## src/hw/rtl/esps_pkg.sv

```systemverilog
// Package for the truncated exp(x)-1 series block.
// Field widths and default parameter values; no dependencies.
package esps_pkg;

  localparam int unsigned XW         = 5;   // x_value width, signed
  localparam int unsigned NW         = 5;   // term_count width, unsigned
  localparam int unsigned OUT_W      = 45;  // series_sum width, signed
  localparam int unsigned MAX_TERMS  = 20;
  localparam int unsigned FRAC_BITS  = 20;

endpackage

```

## src/hw/rtl/esps_div.sv

```systemverilog
// Bit-serial restoring divider: unsigned dividend by a small unsigned divisor,
// one quotient bit per cycle. Depends on nothing outside this file.
module esps_div #(
  parameter int unsigned DVD_W = 45,
  parameter int unsigned DVS_W = 5
) (
  input  logic             clk_i,
  input  logic             rst_ni,
  input  logic             start_i,
  input  logic [DVD_W-1:0] dividend_i,
  input  logic [DVS_W-1:0] divisor_i,
  output logic             done_o,
  output logic [DVD_W-1:0] quotient_o
);

  localparam int unsigned CNT_W = $clog2(DVD_W + 1);

  logic             busy_q;
  logic             done_q;
  logic [CNT_W-1:0] cnt_q;
  logic [DVD_W-1:0] quo_q;
  logic [DVS_W-1:0] rem_q;
  logic [DVS_W-1:0] dvs_q;

  logic [DVS_W:0]   trial;
  logic             fits;
  logic [DVS_W:0]   diff;

  assign trial = {rem_q, quo_q[DVD_W-1]};
  assign fits  = trial >= {1'b0, dvs_q};
  assign diff  = trial - {1'b0, dvs_q};

  always_ff @(posedge clk_i or negedge rst_ni) begin
    if (!rst_ni) begin
      busy_q <= 1'b0;
      done_q <= 1'b0;
      cnt_q  <= '0;
    end else begin
      done_q <= 1'b0;
      if (start_i) begin
        busy_q <= 1'b1;
        cnt_q  <= '0;
      end else if (busy_q) begin
        cnt_q <= cnt_q + 1'b1;
        if (cnt_q == CNT_W'(DVD_W - 1)) begin
          busy_q <= 1'b0;
          done_q <= 1'b1;
        end
      end
    end
  end

  always_ff @(posedge clk_i) begin
    if (start_i) begin
      quo_q <= dividend_i;
      rem_q <= '0;
      dvs_q <= divisor_i;
    end else if (busy_q) begin
      // shift the next dividend bit into the remainder, keep it if it fits
      quo_q <= {quo_q[DVD_W-2:0], fits};
      rem_q <= fits ? diff[DVS_W-1:0] : trial[DVS_W-1:0];
    end
  end

  assign done_o     = done_q;
  assign quotient_o = quo_q;

endmodule

```

## src/hw/rtl/exp_series_partial_sum.sv

```systemverilog
// Truncated series of e^x - 1 with a serial divider per term.
// Uses esps_pkg and esps_div.
//
// One transfer in gives one transfer out: series_sum = sum over i = 1..n of
// x^i / i!, fixed point with FRAC_BITS fraction bits, n saturated to
// MAX_TERMS, saturated to the output width. Each term is a multiply by x in
// ST_MUL, then a TERM_W-bit divide by i in the bit-serial divider in ST_DIV,
// TERM_W being FRAC_BITS + 25. One item is worked at a time; the next input
// transfer is taken once the sum has moved into the output register, even if
// it waits there.
module exp_series_partial_sum #(
  parameter int unsigned MAX_TERMS = esps_pkg::MAX_TERMS,
  parameter int unsigned FRAC_BITS = esps_pkg::FRAC_BITS
) (
  input  logic                        clk_i,
  input  logic                        rst_ni,
  input  logic                        in_valid_i,
  output logic                        in_stall_o,
  input  logic signed [esps_pkg::XW-1:0] x_value_i,
  input  logic [esps_pkg::NW-1:0]     term_count_i,
  output logic                        out_valid_o,
  input  logic                        out_stall_i,
  output logic signed [esps_pkg::OUT_W-1:0] series_sum_o
);
  import esps_pkg::*;

  // |term * x| stays below 2^(FRAC_BITS+24) for |x| <= 16
  localparam int unsigned TERM_W = FRAC_BITS + 25;
  localparam int unsigned SUM_W  = (FRAC_BITS + 26 > OUT_W) ? FRAC_BITS + 26 : OUT_W;
  localparam int unsigned CNT_W  = $clog2(MAX_TERMS + 1);
  localparam int unsigned PROD_W = TERM_W + XW;

  localparam logic signed [SUM_W-1:0] SAT_MAX =
    {{(SUM_W - OUT_W + 1){1'b0}}, {(OUT_W - 1){1'b1}}};
  localparam logic signed [SUM_W-1:0] SAT_MIN = ~SAT_MAX;

  typedef enum logic [1:0] {
    ST_IDLE,
    ST_MUL,
    ST_DIV,
    ST_DONE
  } state_e;

  state_e                    state_q;
  logic signed [XW-1:0]      x_q;
  logic [CNT_W-1:0]          n_q;
  logic [CNT_W-1:0]          idx_q;
  logic signed [TERM_W-1:0]  term_q;
  logic signed [SUM_W-1:0]   sum_q;
  logic                      neg_q;
  logic                      out_valid_q;
  logic signed [OUT_W-1:0]   out_sum_q;

  logic [5:0]                n_sat;
  logic signed [PROD_W-1:0]  prod;
  logic [TERM_W-1:0]         prod_t;
  logic [TERM_W-1:0]         mag;
  logic                      div_start;
  logic                      div_done;
  logic [TERM_W-1:0]         quo;
  logic signed [TERM_W-1:0]  new_term;
  logic signed [SUM_W-1:0]   new_sum;
  logic                      out_free;
  logic signed [OUT_W-1:0]   sat_sum;

  assign n_sat = ({1'b0, term_count_i} > 6'(MAX_TERMS)) ? 6'(MAX_TERMS)
                                                        : {1'b0, term_count_i};

  assign prod   = term_q * x_q;
  assign prod_t = prod[TERM_W-1:0];
  assign mag    = prod[PROD_W-1] ? (~prod_t + 1'b1) : prod_t;

  assign div_start = (state_q == ST_MUL);

  esps_div #(
    .DVD_W (TERM_W),
    .DVS_W (CNT_W)
  ) u_div (
    .clk_i      (clk_i),
    .rst_ni     (rst_ni),
    .start_i    (div_start),
    .dividend_i (mag),
    .divisor_i  (idx_q),
    .done_o     (div_done),
    .quotient_o (quo)
  );

  // truncation toward zero: divide the magnitude, then restore the sign
  assign new_term = neg_q ? $signed(~quo + 1'b1) : $signed(quo);
  assign new_sum  = sum_q + {{(SUM_W - TERM_W){new_term[TERM_W-1]}}, new_term};

  assign sat_sum = (sum_q > SAT_MAX) ? SAT_MAX[OUT_W-1:0] :
                   (sum_q < SAT_MIN) ? SAT_MIN[OUT_W-1:0] : sum_q[OUT_W-1:0];

  assign out_free = !out_valid_q || !out_stall_i;

  always_ff @(posedge clk_i or negedge rst_ni) begin
    if (!rst_ni) begin
      state_q     <= ST_IDLE;
      out_valid_q <= 1'b0;
      idx_q       <= '0;
      n_q         <= '0;
    end else begin
      if (state_q == ST_DONE && out_free) begin
        out_valid_q <= 1'b1;
      end else if (out_valid_q && !out_stall_i) begin
        out_valid_q <= 1'b0;
      end
      case (state_q)
        ST_IDLE: begin
          if (in_valid_i) begin
            n_q     <= n_sat[CNT_W-1:0];
            idx_q   <= CNT_W'(1);
            state_q <= (n_sat == 6'd0) ? ST_DONE : ST_MUL;
          end
        end
        ST_MUL: begin
          state_q <= ST_DIV;
        end
        ST_DIV: begin
          if (div_done) begin
            idx_q   <= idx_q + 1'b1;
            state_q <= (idx_q == n_q) ? ST_DONE : ST_MUL;
          end
        end
        ST_DONE: begin
          if (out_free) begin
            state_q <= ST_IDLE;
          end
        end
        default: state_q <= ST_IDLE;
      endcase
    end
  end

  always_ff @(posedge clk_i) begin
    if (state_q == ST_IDLE && in_valid_i) begin
      x_q    <= x_value_i;
      term_q <= TERM_W'(1) << FRAC_BITS;
      sum_q  <= '0;
    end
    if (state_q == ST_MUL) begin
      neg_q <= prod[PROD_W-1];
    end
    if (state_q == ST_DIV && div_done) begin
      term_q <= new_term;
      sum_q  <= new_sum;
    end
    if (state_q == ST_DONE && out_free) begin
      out_sum_q <= sat_sum;
    end
  end

  assign in_stall_o   = (state_q != ST_IDLE);
  assign out_valid_o  = out_valid_q;
  assign series_sum_o = out_sum_q;

endmodule

```

## config.mk

```make
export PLATFORM = sky130hd
export DESIGN_NAME = exp_series_partial_sum
export DESIGN_NICKNAME = d
export VERILOG_FILES = /design/src/hw/rtl/esps_pkg.sv /design/src/hw/rtl/esps_div.sv /design/src/hw/rtl/exp_series_partial_sum.sv
export SDC_FILE = /design/constraint.sdc
export NUM_CORES = 1
export LEC_CHECK = 0
export ABC_AREA = 0
export BUFFER_PORTS_ARGS = -buffer_cell sky130_fd_sc_hd__buf_2
export CORE_UTILIZATION = 45
export CTS_CLUSTER_SIZE = 24
export DETAILED_ROUTE_END_ITERATION = 7
export GPL_TIMING_DRIVEN = 0
export PLACE_DENSITY = 0.74
export SLEW_MARGIN = 0
export SYNTH_ARGS = -nofsm -noshare
export SYNTH_HDL_FRONTEND = slang
export SYNTH_SLANG_ARGS = --single-unit
export TNS_END_PERCENT = 5
```

## constraint.sdc

```tcl
create_clock -name clk_i -period 5.8 [get_ports clk_i]
set_input_delay 0.29 -clock clk_i [delete_from_list [all_inputs] [get_ports clk_i]]
set_output_delay 0.29 -clock clk_i [all_outputs]
set_load 0.05 [all_outputs]
```

==> results of run 1 <==
[layout by cell type (no fill, tap or decap), drive strengths merged, types with 6 or more instances in the layout]
master and count:
inv 266, nand2 212, and2 210, nor2 200, edfxtp 192, o21ai 176
buf 169, ha 150, fa 139, a21oi 118, xnor2 104, clkbuf 100
xor2 66, a21o 57, nand3 36, nand2b 32, nand4 25, dfrtp 21
nor3 20, and3 17, a31oi 17, a211oi 17, nor2b 16, o211ai 16
o31ai 16, nor4 13, o21bai 12, a211o 10, o41ai 10, clkinv 10
or4 9, or2 8, mux2 8, dlygate4sd3 8, and4 7, or3 7
a2111oi 6
[flip-flops by register name (all words and copies together), names as in the netlist]
signal	cells
idx_q	5
n_q	5
neg_q	1
out_valid_o	1
series_sum_o	45
state_q	2
sum_q	46
term_q	45
u_div.busy_q	1
u_div.cnt_q	6
u_div.done_o	1
u_div.dvs_q	5
u_div.quotient_o	45
u_div.rem_q	5
x_q	5
[worst paths after layout]
kind / endpoint / startpoint
min in group asynchronous: n_q[0]$_DFFE_PN0P_ / rst_ni
max reg2reg: u_div.quotient_o[43]$_DFFE_PP_ / x_q[4]$_DFFE_PP_
max: u_div.quotient_o[43]$_DFFE_PP_ / x_q[4]$_DFFE_PP_
min: n_q[4]$_DFFE_PN0P_ / term_count_i[4]
max in group asynchronous: u_div.cnt_q[4]$_DFFE_PN0P_ / rst_ni
min reg2reg: u_div.rem_q[4]$_SDFFE_PP0P_ / u_div.rem_q[4]$_SDFFE_PP0P_
[timing repair]
action | CTS | global route
hold buffers | 8 | 0
gates cloned | 2 | 0
endpoints found under the hold margin | 28 | 0
buffers inserted | 84 | 1
pin swaps | 118 | 11
resized for setup | 302 | 38
endpoints found under the setup margin | 50 | 50
[per-layer routing]
| metal | global-route usage | share of wire | vias to the layer above |
|---|---|---|---|
| li1 | - | - | 8487 |
| met1 | 0.3312 | 0.42 | 8958 |
| met2 | 0.4223 | 0.47 | 771 |
| met3 | 0.02625 | 0.065 | 157 |
| met4 | 0.09724 | 0.041 | 0 |
| met5 | 0 | 0 | - |
[critical path, stage by stage (launching register included)]
cell and delay (ns):
edfxtp_1 0.41, clkinv_4 0.19, buf_8 0.21, nor2_4 0.12
fa_2 0.44, fa_1 0.53, inv_1 0.05, fa_1 0.48
inv_1 0.04, ha_1 0.28, buf_6 0.12, nand4_1 0.25
nor3_4 0.24, o21ai_4 0.12, and3_4 0.22, o31ai_4 0.35
a41oi_2 0.20, xnor2_2 0.20, or4b_4 0.58, o41ai_2 0.39
xor2_1 0.29, o21ai_1 0.13
[final cells by class]
class	count	area (um^2)
plain buffers	86	623.1
clock buffers	33	728.2
clock inverters	11	61.31
fillers	3931	21200
inverters	266	1006
multi-input cells	1803	14840
flip-flops and latches	218	6391
well taps	607	759.5
repair buffers	158	1150
[metrics by stage]
| step | util | std cells | hold slack [ns] |
|---|---|---|---|
| after CTS | 0.5431 | 3181 | 0.002553 |
| final | 0.5466 | 3182 | 0.01037 |
| after detailed placement | 0.4839 | 3054 | 0.2732 |
| after global routing | 0.5466 | 3182 | 0.03176 |
| after floorplan | - | 2384 | -0.005591 |
| after global placement | 0.4820 | 3051 | 0.2683 |
[power groups by stage]
stage	sequential, W	clock (W)	combinational, W
floorplan	0.00172	0	0.000000767
global placement	0.00172	0	0.00000921
detailed placement	0.00172	0	0.00000955
CTS	0.00168	0.00154	0.0000137
global route	0.00168	0.00160	0.0000155
finish	0.00168	0.00153	0.0000142
[logic make-up after synthesis]
kind of cell	count (synthesis)
multiplexers	13
AND/OR/NAND/NOR	825
XOR/XNOR	170
AO/OA/AOI/OAI	506
adder cells (fa/ha/maj)	289
buffers and inverters	363
flip-flops	218
==> key figures, run 1 <==
Timing
  • Final setup fails: 44
  • Final WS setup: -0.3042 ns
  • Final hold viol count: 0
  • Slew HR: 0.3760
  • Setup TNS: -5.557 ns
  • FMAX: 0.1638 GHz
  • Tmin final: 6.104 ns
  • Final period utilization: 1.052
  • Post-route clock skew: 0.02078 ns
  • Unrepaired setup endpoints after global routing: true
  • Worst slew pin tran: 0.9360 ns
  • Final count of pins violating max slew: 0

Synthesis
  • Synth area leader: edfxtp_1
  • Most common cell in the netlist: inv_1
  • Synthesized instance count: 2,384
  • Post-synthesis mux area share: 0.006531
  • Unique cell type count in the Yosys netlist: 88
  • Complex-gate fraction of the synthesized area: 0.1494
  • Adder-cell share of the synthesized area: 0.2171
  • Fraction of registers with async set or reset after synthesis: 0.09633
  • Mean Syn Cell Area: 9.001 um^2
  • Xor-xnor portion of the synthesized cell area: 0.07061
  • Number of flops mapped to enable cells by yosys: 192
  • Seq/Total Area, Yosys: 0.2978
  • Share of the synthesized area in the top cell type: 0.2687
  • Synth Area in Simple Gates: 0.1942
  • Commonest cells post-synth: inv_1, and2_1, nand2_1
  • Largest family of logic cells by synthesized area: adder cells
  • Syn Nets: 2,687
  • Seq cells post-synth: 218
  • Top_reg_cell synth: edfxtp_1
  • Synth area leaders: edfxtp_1, fa_1, ha_1
  • Synth Warn #: 0
  • Netlist Area Pre-Place: 21,460 um^2

Route
  • Vias: 18,373
  • # DRC: 0
  • Routed len/inst: 19.17 um
  • Iter 0 DRT Violations: 1,620
  • Drt total wl: 61.00 mm
  • Vias/cell: 5.774
  • DRT antenna net count: 0
  • Pre-antenna DRT Iters: 6

Clock tree
  • CTS sink cnt: 218
  • Latest clock arrival within the worst-skew pair: 0.54 ns
  • CTS Buf Count: 24
  • Clk buf depth: 3
  • CTS Root Cell: clkbuf_16
  • H-tree depth: 1
  • CTS tree: done
  • CTS clk-pin slew, worst paths: 0.06 ns

Power
  • Total power: 0.003232 W
  • Flop pwr share: 0.521
  • Combinational power share: 0.004
  • Sw Ratio: 0.2044
  • Clock share of power: 0.475
  • Maximum VDD drop: 0.1936 mV
  • Psw: 0.0006605 W
  • Internal: 0.002571 W
  • PD cells: 126.5 nW/um^2
  • Pleak: 10.93 nW

Finish
  • Layout net count: 2,860
  • Layout cell share with drive strength beyond 1: 0.1670
  • Design Area, Final: 25,550 um^2
  • # diodes: 0
  • Layout area overhead: 19.09%

Floorplanning
  • Initial core utilization: 0.4590
  • Die area: 48,560 um^2
  • Rows: 79
  • Core Area: 46,750 um^2
  • Top-level I/O count: 61
  • Die height: 220.4 um
  • Die width: 220.4 um

Outcome
  • Status: finished, violations left
  • Failing checks: negative setup slack

Global routing
  • Vias in the first global route: 18,080
  • Gr usage total: 0.2507
  • Global-route wire length before repair: 95.70 mm
  • GR Overflow Total: 0
  • Pin count of the biggest net entering global routing: 55
  • Initial antenna violation count: 0

Place
  • Place WS: -2.161 ns
  • Gp weighted congestion: 0.9567
  • Port bufs: 60
  • Post-Place Cell Area: 22,620 um^2
  • HPWL Detailed: 44.82 mm

Worst setup path
  • Crit path DAT: 6.37 ns
  • Critical path endpoint category: flop
  • Crit path required time: 6.07 ns
  • CP Launch Type: flop
  • FF-to-FF path depth: 21
  • Crit-path max FO: 6
  • R2r setup slk: -0.30 ns
  • Critical path class: flop to flop

Worst hold path
  • Hold Crit Class: primary input to flop
  • Cell count of the worst hold path: 3

Run
  • Max_cap viols: 0
No activity file was read; power rests on OpenSTA's default activity.
==> run 2: changes to the inputs <==
CTS_BUF_LIST = sky130_fd_sc_hd__clkbuf_2   (was not set)
==> key figures, run 2 (synthesis gave the netlist of run 1 again) <==
Floorplanning
  • Die area: 48,560 um^2 (unchanged)
  • Die height: 220.4 um (unchanged)
  • Rows: 79 (unchanged)
  • Initial core utilization: 0.4590 (unchanged)
  • Core Area: 46,750 um^2 (unchanged)
  • Die width: 220.4 um (unchanged)
  • Top-level I/O count: 61 (unchanged)

Outcome
  • Status: finished, violations left
  • Failing checks: negative setup slack

Global routing
  • GR Overflow Total: 0 (unchanged)
  • Global-route wire length before repair: 95.21 mm (-0.52%)
  • Pin count of the biggest net entering global routing: 55 (unchanged)
  • Gr usage total: 0.2496 (-0.001150)
  • Vias in the first global route: 18,123 (+0.24%)
  • Initial antenna violation count: 1 (+1)

Place
  • Gp weighted congestion: 0.9567 (unchanged)
  • HPWL Detailed: 44.82 mm (unchanged)
  • Port bufs: 60 (unchanged)

Route
  • Routed len/inst: 18.71 um (-2.4%)
  • Pre-antenna DRT Iters: 6 (unchanged)
  • Iter 0 DRT Violations: 1,548 (-4.4%)
  • DRT antenna net count: 0 (unchanged)
  • Drt total wl: 60.78 mm (-0.35%)
  • Vias/cell: 5.693 (-1.4%)
  • # DRC: 0 (unchanged)
  • Vias: 18,490 (+0.64%)

Power
  • Flop pwr share: 0.603 (+0.082)
  • Psw: 0.0006962 W (+5.4%)
  • Combinational power share: 0.006 (+0.002)
  • Clock share of power: 0.391 (-0.084)
  • Internal: 0.002092 W (-19%)
  • PD cells: 110.2 nW/um^2 (-13%)
  • Maximum VDD drop: 0.1433 mV (-26%)
  • Sw Ratio: 0.2496 (+0.04525)
  • Pleak: 10.96 nW (+0.28%)

Finish
  • Layout net count: 2,898 (+1.3%)
  • Largest Register: sum_q
  • Commonest non-fill, non-tap cell in the layout: inv_1
  • Max reg flops: 46 (unchanged)
  • Commonest non-fill, non-tap cells in the layout: inv_1, nand2_1, and2_1
  • Layout cell share with drive strength beyond 1: 0.1808 (+0.01376)
  • Layout area overhead: 17.90%
  • Final core utilization: 0.5411 (-0.005460)

Timing
  • Tmin final: 6.110 ns (+0.005476 ns)
  • Worst slew pin tran: 1.126 ns (+0.1901 ns)
  • FMAX: 0.1637 GHz (about the same)
  • Final WS setup: -0.3097 ns (-0.005476 ns)
  • Final count of pins violating max slew: 0 (unchanged)
  • Slew HR: 0.2447 (-0.1312)
  • WHS: 0.1161 ns (+0.1057 ns)
  • Final period utilization: 1.053 (about the same)
  • Final hold viol count: 0 (unchanged)
  • Unrepaired setup endpoints after global routing: true
  • Final setup fails: 45 (+2.3%)
  • Post-route clock skew: 0.06506 ns (+0.04428 ns)

Clock tree
  • Clk buf depth: 3 (unchanged)
  • CTS tree: done
  • CTS Root Cell: clkbuf_2
  • CTS sink cnt: 218 (unchanged)
  • CTS Buf Count: 55 (+130%)
  • Latest clock arrival within the worst-skew pair: 0.91 ns (+0.37 ns)
  • CTS clk-pin slew, worst paths: 0.11 ns (+0.05 ns)
  • H-tree depth: 2 (+1)

Worst setup path
  • Crit-path max FO: 5 (-1)
  • R2r setup slk: -0.31 ns (about the same)
  • Crit path DAT: 6.73 ns (+0.36 ns)
  • CP Launch Type: flop
  • Crit path required time: 6.42 ns (+0.35 ns)
  • Critical path endpoint category: flop
  • Critical path class: flop to flop

Run
  • Max_cap viols: 0 (unchanged)

Worst hold path
  • Hold Crit Class: primary input to flop
run 2: cell types whose count changed in the layout (fill, tap and decap cells not counted), sizes merged:
cell / previous run / this run
buf: 169 / 167
bufinv: 0 / 1
clkbuf: 100 / 140
clkinv: 10 / 27
clkinvlp: 1 / 0
diode: 0 / 2
dlygate4sd3: 8 / 18
inv: 266 / 265
run 2: critical path, stage by stage (launching register included):
cell and delay [ns]:
edfxtp_1 0.49, buf_6 0.19, buf_6 0.13, and2_4 0.14, fa_1 0.52, fa_1 0.53, inv_2 0.04, fa_1 0.47
inv_1 0.05, ha_1 0.28, buf_6 0.14, buf_6 0.11, nand4_1 0.16, a211oi_2 0.08, and2_4 0.19, or4_4 0.52
and3_4 0.20, nand4b_1 0.20, buf_4 0.19, nor4b_4 0.28, buf_4 0.16, nand4_1 0.15, o41ai_4 0.30, xnor2_2 0.18
o21ai_1 0.10
run 2: power groups by stage:
stage	Sequential, W	Combinational (W)	Clock [W]
CTS	0.00168	0.0000169	0.00110
detailed placement	0.00172	0.00000955	0
global route	0.00168	0.0000193	0.00118
global placement	0.00172	0.00000921	0
finish	0.00168	0.0000176	0.00109
floorplan	0.00172	0.000000767	0
run 2: metrics by stage:
step	total power [W]	cells	setup WS [ns]	setup TNS [ns]	cell area, um^2
5_1_grt	0.002880	3247	-0.5132	-15.49	25300
3_5_place_dp	0.001726	3054	-2.161	-88.68	22620
2_1_floorplan	0.001718	2384	0.004503	0	21480
4_1_cts	0.002801	3239	-0.2222	-2.554	24970
6_report	0.002789	3248	-0.3097	-6.840	25300
3_3_place_gp	0.001726	3051	-2.269	-93.43	22540
run 2: worst paths after layout:
path,startpoint,endpoint,cells past startpoint
worst max-delay path,x_q[2]$_DFFE_PP_,u_div.quotient_o[44]$_DFFE_PP_,24
min in group asynchronous,rst_ni,u_div.cnt_q[1]$_DFFE_PN0P_,3
max in group asynchronous,rst_ni,n_q[3]$_DFFE_PN0P_,3
worst max register to register,x_q[2]$_DFFE_PP_,u_div.quotient_o[44]$_DFFE_PP_,24
worst min-delay path,x_value_i[1],x_q[1]$_DFFE_PP_,2
worst min register to register,u_div.rem_q[4]$_SDFFE_PP0P_,u_div.rem_q[4]$_SDFFE_PP0P_,2
run 2: per-layer routing:
layer / up-vias / track usage / wire [um]
met1: 8975 / 0.3347 / 25870
li1: 8586 / - / -
met5: - / 0 / 0
met3: 129 / 0.02818 / 4125
met4: 0 / 0.09080 / 2106
met2: 800 / 0.4156 / 28680
run 2: area by class of cell:
type	instances	area [um^2]
fill	4008	21450
multi-input combinational	1803	14800
sequential	218	6391
timing repair buffer	165	1240
inverter	266	1011
tap	607	759.5
buffer	86	585.6
clock buffer	74	370.4
clock inverter	27	138.9
antenna	2	5.005
run 2: what timing repair did:
item | CTS | global route
gates resized for setup | 266 | 67
setup buffers | 75 | 7
pin swaps | 99 | 32
hold buffers | 18 | 0
cloned | 2 | 0
endpoints found under the setup margin | 49 | 51
hold endpoints to repair | 49 | 0
==> run 3: changes to the inputs <==
--- a/config.mk
+++ b/config.mk
@@ -9,2 +9,3 @@
 export BUFFER_PORTS_ARGS = -buffer_cell sky130_fd_sc_hd__buf_2
+export CAP_MARGIN = 20
 export CORE_UTILIZATION = 45
==> constraint.sdc (replaced) <==
create_clock -name clk_i -period 5.8 [get_ports clk_i]
set_input_delay 0.58 -clock clk_i [delete_from_list [all_inputs] [get_ports clk_i]]
set_output_delay 0.58 -clock clk_i [all_outputs]
set_load 0.05 [all_outputs]
==> key figures, run 3 (synthesis gave the netlist of run 1 again) <==
Finish
  • Register Area: 6391 um^2 (unchanged)
  • Final core utilization: 0.5313 (-0.009821)
  • Multi-input gate area: 14,580 um^2 (-1.5%)
  • Layout area overhead: 15.76%
  • Max reg flops: 46 (unchanged)
  • Post-route insts no fill: 3,221 (-0.83%)
  • Layout cell share with drive strength beyond 1: 0.1592 (-0.02155)
  • Number of fillers in the final layout: 4,095 (+2.2%)
  • Largest Register: sum_q
  • Commonest non-fill, non-tap cells in the layout: inv_1, nand2_1, and2_1
  • Layout net count: 2,873 (-0.86%)
  • Commonest non-fill, non-tap cell in the layout: inv_1

Floorplanning
  • Die area: 48,560 um^2 (unchanged)
  • Core Area: 46,750 um^2 (unchanged)
  • Top-level I/O count: 61 (unchanged)
  • Rows: 79 (unchanged)
  • Die height: 220.4 um (unchanged)
  • Initial core utilization: 0.4590 (unchanged)
  • Die width: 220.4 um (unchanged)

Route
  • Vias: 18,328 (-0.88%)
  • Pre-antenna DRT Iters: 6 (unchanged)
  • Vias/cell: 5.690 (about the same)
  • Routed len/inst: 18.54 um (-0.92%)
  • Drt total wl: 59.72 mm (-1.7%)
  • # DRC: 0 (unchanged)
  • Iter 0 DRT Violations: 1,385 (-11%)
  • DRT antenna net count: 0 (unchanged)

Worst setup path
  • Crit path DAT: 6.74 ns (about the same)
  • CP Launch Type: flop
  • FF-to-FF path depth: 22 (-8.3%)
  • Crit path required time: 6.43 ns (about the same)
  • Slowest cell on crit path: fa_1
  • Setup crit end: u_div.quotient_o[43]$_DFFE_PP_
  • Critical path endpoint category: flop
  • Worst path max stage delay: 0.56 ns (+0.03 ns)
  • Critical Path, Cell by Cell: buf_6 -> clkbuf_8 -> and2_1 -> fa_1 -> fa_1 -> inv_1 -> fa_1 -> inv_1 -> ha_1 -> buf_8 -> nand4_1 -> buf_4 -> nor3_4 -> nand3_2 -> a211o_1 -> o2111ai_1 -> nand3_1 -> a32oi_2 -> or4b_4 -> o41ai_2 -> xor2_1 -> o21ai_1
  • Crit-path max FO: 10 (+5)
  • Critical path class: flop to flop
  • Worst r2r dst: u_div.quotient_o[43]$_DFFE_PP_
  • RR Startpoint: x_q[2]$_DFFE_PP_
  • Worst Setup SP: x_q[2]$_DFFE_PP_
  • CP dominant cell by count: fa_1
  • R2r setup slk: -0.31 ns (about the same)

Timing
  • Tmin final: 6.106 ns (-0.003601 ns)
  • Slew HR: 0.3935 (+0.1488)
  • Final period utilization: 1.053 (about the same)
  • Final setup fails: 45 (unchanged)
  • Unrepaired setup endpoints after global routing: true
  • Final WS setup: -0.3061 ns (+0.003601 ns)
  • Final hold viol count: 0 (unchanged)
  • Worst slew pin tran: 0.9097 ns (-0.2164 ns)
  • Post-route clock skew: 0.04828 ns (-0.01678 ns)
  • Final count of pins violating max slew: 0 (unchanged)
  • FMAX: 0.1638 GHz (about the same)

Run
  • Max_cap viols: 0 (unchanged)

Outcome
  • Failing checks: negative setup slack
  • Status: finished, violations left

Clock tree
  • H-tree depth: 2 (unchanged)
  • CTS Root Cell: clkbuf_2
  • CTS clk-pin slew, worst paths: 0.13 ns (+0.02 ns)
  • Clk buf depth: 3 (unchanged)
  • CTS Buf Count: 54 (-1.8%)
  • CTS sink cnt: 218 (unchanged)
  • Latest clock arrival within the worst-skew pair: 0.92 ns (about the same)
  • CTS tree: done

Place
  • Placed cells: 3,054 (unchanged)
  • Port bufs: 60 (unchanged)
  • HPWL Detailed: 44.88 mm (+0.14%)
  • Gp weighted congestion: 0.9567 (unchanged)

Power
  • Total power: 0.002794 W (+0.18%)
  • Sw Ratio: 0.2470 (-0.002656)
  • Flop pwr share: 0.602 (about the same)
  • Pleak: 10.79 nW (-1.6%)
  • Internal: 0.002104 W (+0.53%)
  • Psw: 0.0006900 W (-0.89%)
  • Maximum VDD drop: 0.1351 mV (-5.7%)
  • Clock share of power: 0.392 (about the same)
  • Combinational power share: 0.006 (about the same)
  • PD cells: 112.5 nW/um^2 (+2.0%)

Global routing
  • Gr usage total: 0.2469 (-0.002696)
  • Global-route wire length before repair: 94.11 mm (-1.2%)
  • Pin count of the biggest net entering global routing: 55 (unchanged)
  • Vias in the first global route: 18,091 (-0.18%)
  • Initial antenna violation count: 1 (unchanged)
  • GR Overflow Total: 0 (unchanged)

Worst hold path
  • Hold Crit Class: primary input to flop
run 3: final cells by class:
class / instances / share of cell area
clock buffers: 78 / 0.01572
flip-flops and latches: 218 / 0.2573
inverters: 266 / 0.04050
diodes: 1 / 0.0001007
repair buffers: 140 / 0.04085
well taps: 607 / 0.03057
multi-input cells: 1803 / 0.5868
clock inverters: 21 / 0.004785
plain buffers: 87 / 0.02342
run 3: metrics by stage:
stage / worst slack [ns] / setup TNS [ns] / hold slack, ns / area (um^2)
floorplan: 0.004503 / 0 / 0.2844 / 21480
global placement: -2.269 / -93.43 / 0.4426 / 22540
detailed placement: -2.172 / -89.14 / 0.4613 / 22620
CTS: -0.1951 / -3.676 / 0.03066 / 24680
global route: -0.5069 / -16.23 / 0.03548 / 24840
finish: -0.3061 / -8.217 / 0.08682 / 24840
run 3: power groups by stage:
stage	combinational, W	sequential (W)	clock (W)
detailed placement	0.00000949	0.00172	0
CTS	0.0000157	0.00168	0.00111
global route	0.0000180	0.00168	0.00118
floorplan	0.000000767	0.00172	0
finish	0.0000166	0.00168	0.00110
global placement	0.00000921	0.00172	0
run 3: how the worst min path moves through the flow:
stage	start	end	slack (ns)	cells after the start
global placement	u_div.rem_q[4]$_SDFFE_PP0P_	u_div.rem_q[4]$_SDFFE_PP0P_	0.44	2
floorplan	rst_ni	idx_q[0]$_DFFE_PN0P_	0.28	0
CTS	in_valid_i	n_q[0]$_DFFE_PN0P_	0.03	3
detailed placement	u_div.rem_q[4]$_SDFFE_PP0P_	u_div.rem_q[4]$_SDFFE_PP0P_	0.46	2
finish	in_valid_i	n_q[0]$_DFFE_PN0P_	0.09	3
global route	in_valid_i	n_q[0]$_DFFE_PN0P_	0.04	3
run 3: repair_timing:
| item | CTS | global route |
|---|---|---|
| buffers inserted | 59 | 5 |
| resized for setup | 237 | 31 |
| hold buffers | 12 | 0 |
| pin swaps | 70 | 17 |
| cloned | 1 | 0 |
| endpoints found under the hold margin | 33 | 0 |
| endpoints found under the setup margin | 50 | 50 |
run 3: critical path: cells and delay by family (launching register included):
family	cells	cell delay (ns)
AOI/OAI and AO/OA	5	1.18
buffers and inverters	6	0.75
and+or+nand+nor	6	1.27
DFF	1	0.40
xor gates and xnor gates	1	0.27
adders and majority gates	4	1.94
run 3: metal layers:
layer,vias up,track usage,share of wire
met5,-,0,0
met4,0,0.09931,0.040
met3,141,0.02667,0.062
met2,717,0.4096,0.47
met1,8934,0.3294,0.43
li1,8536,-,-
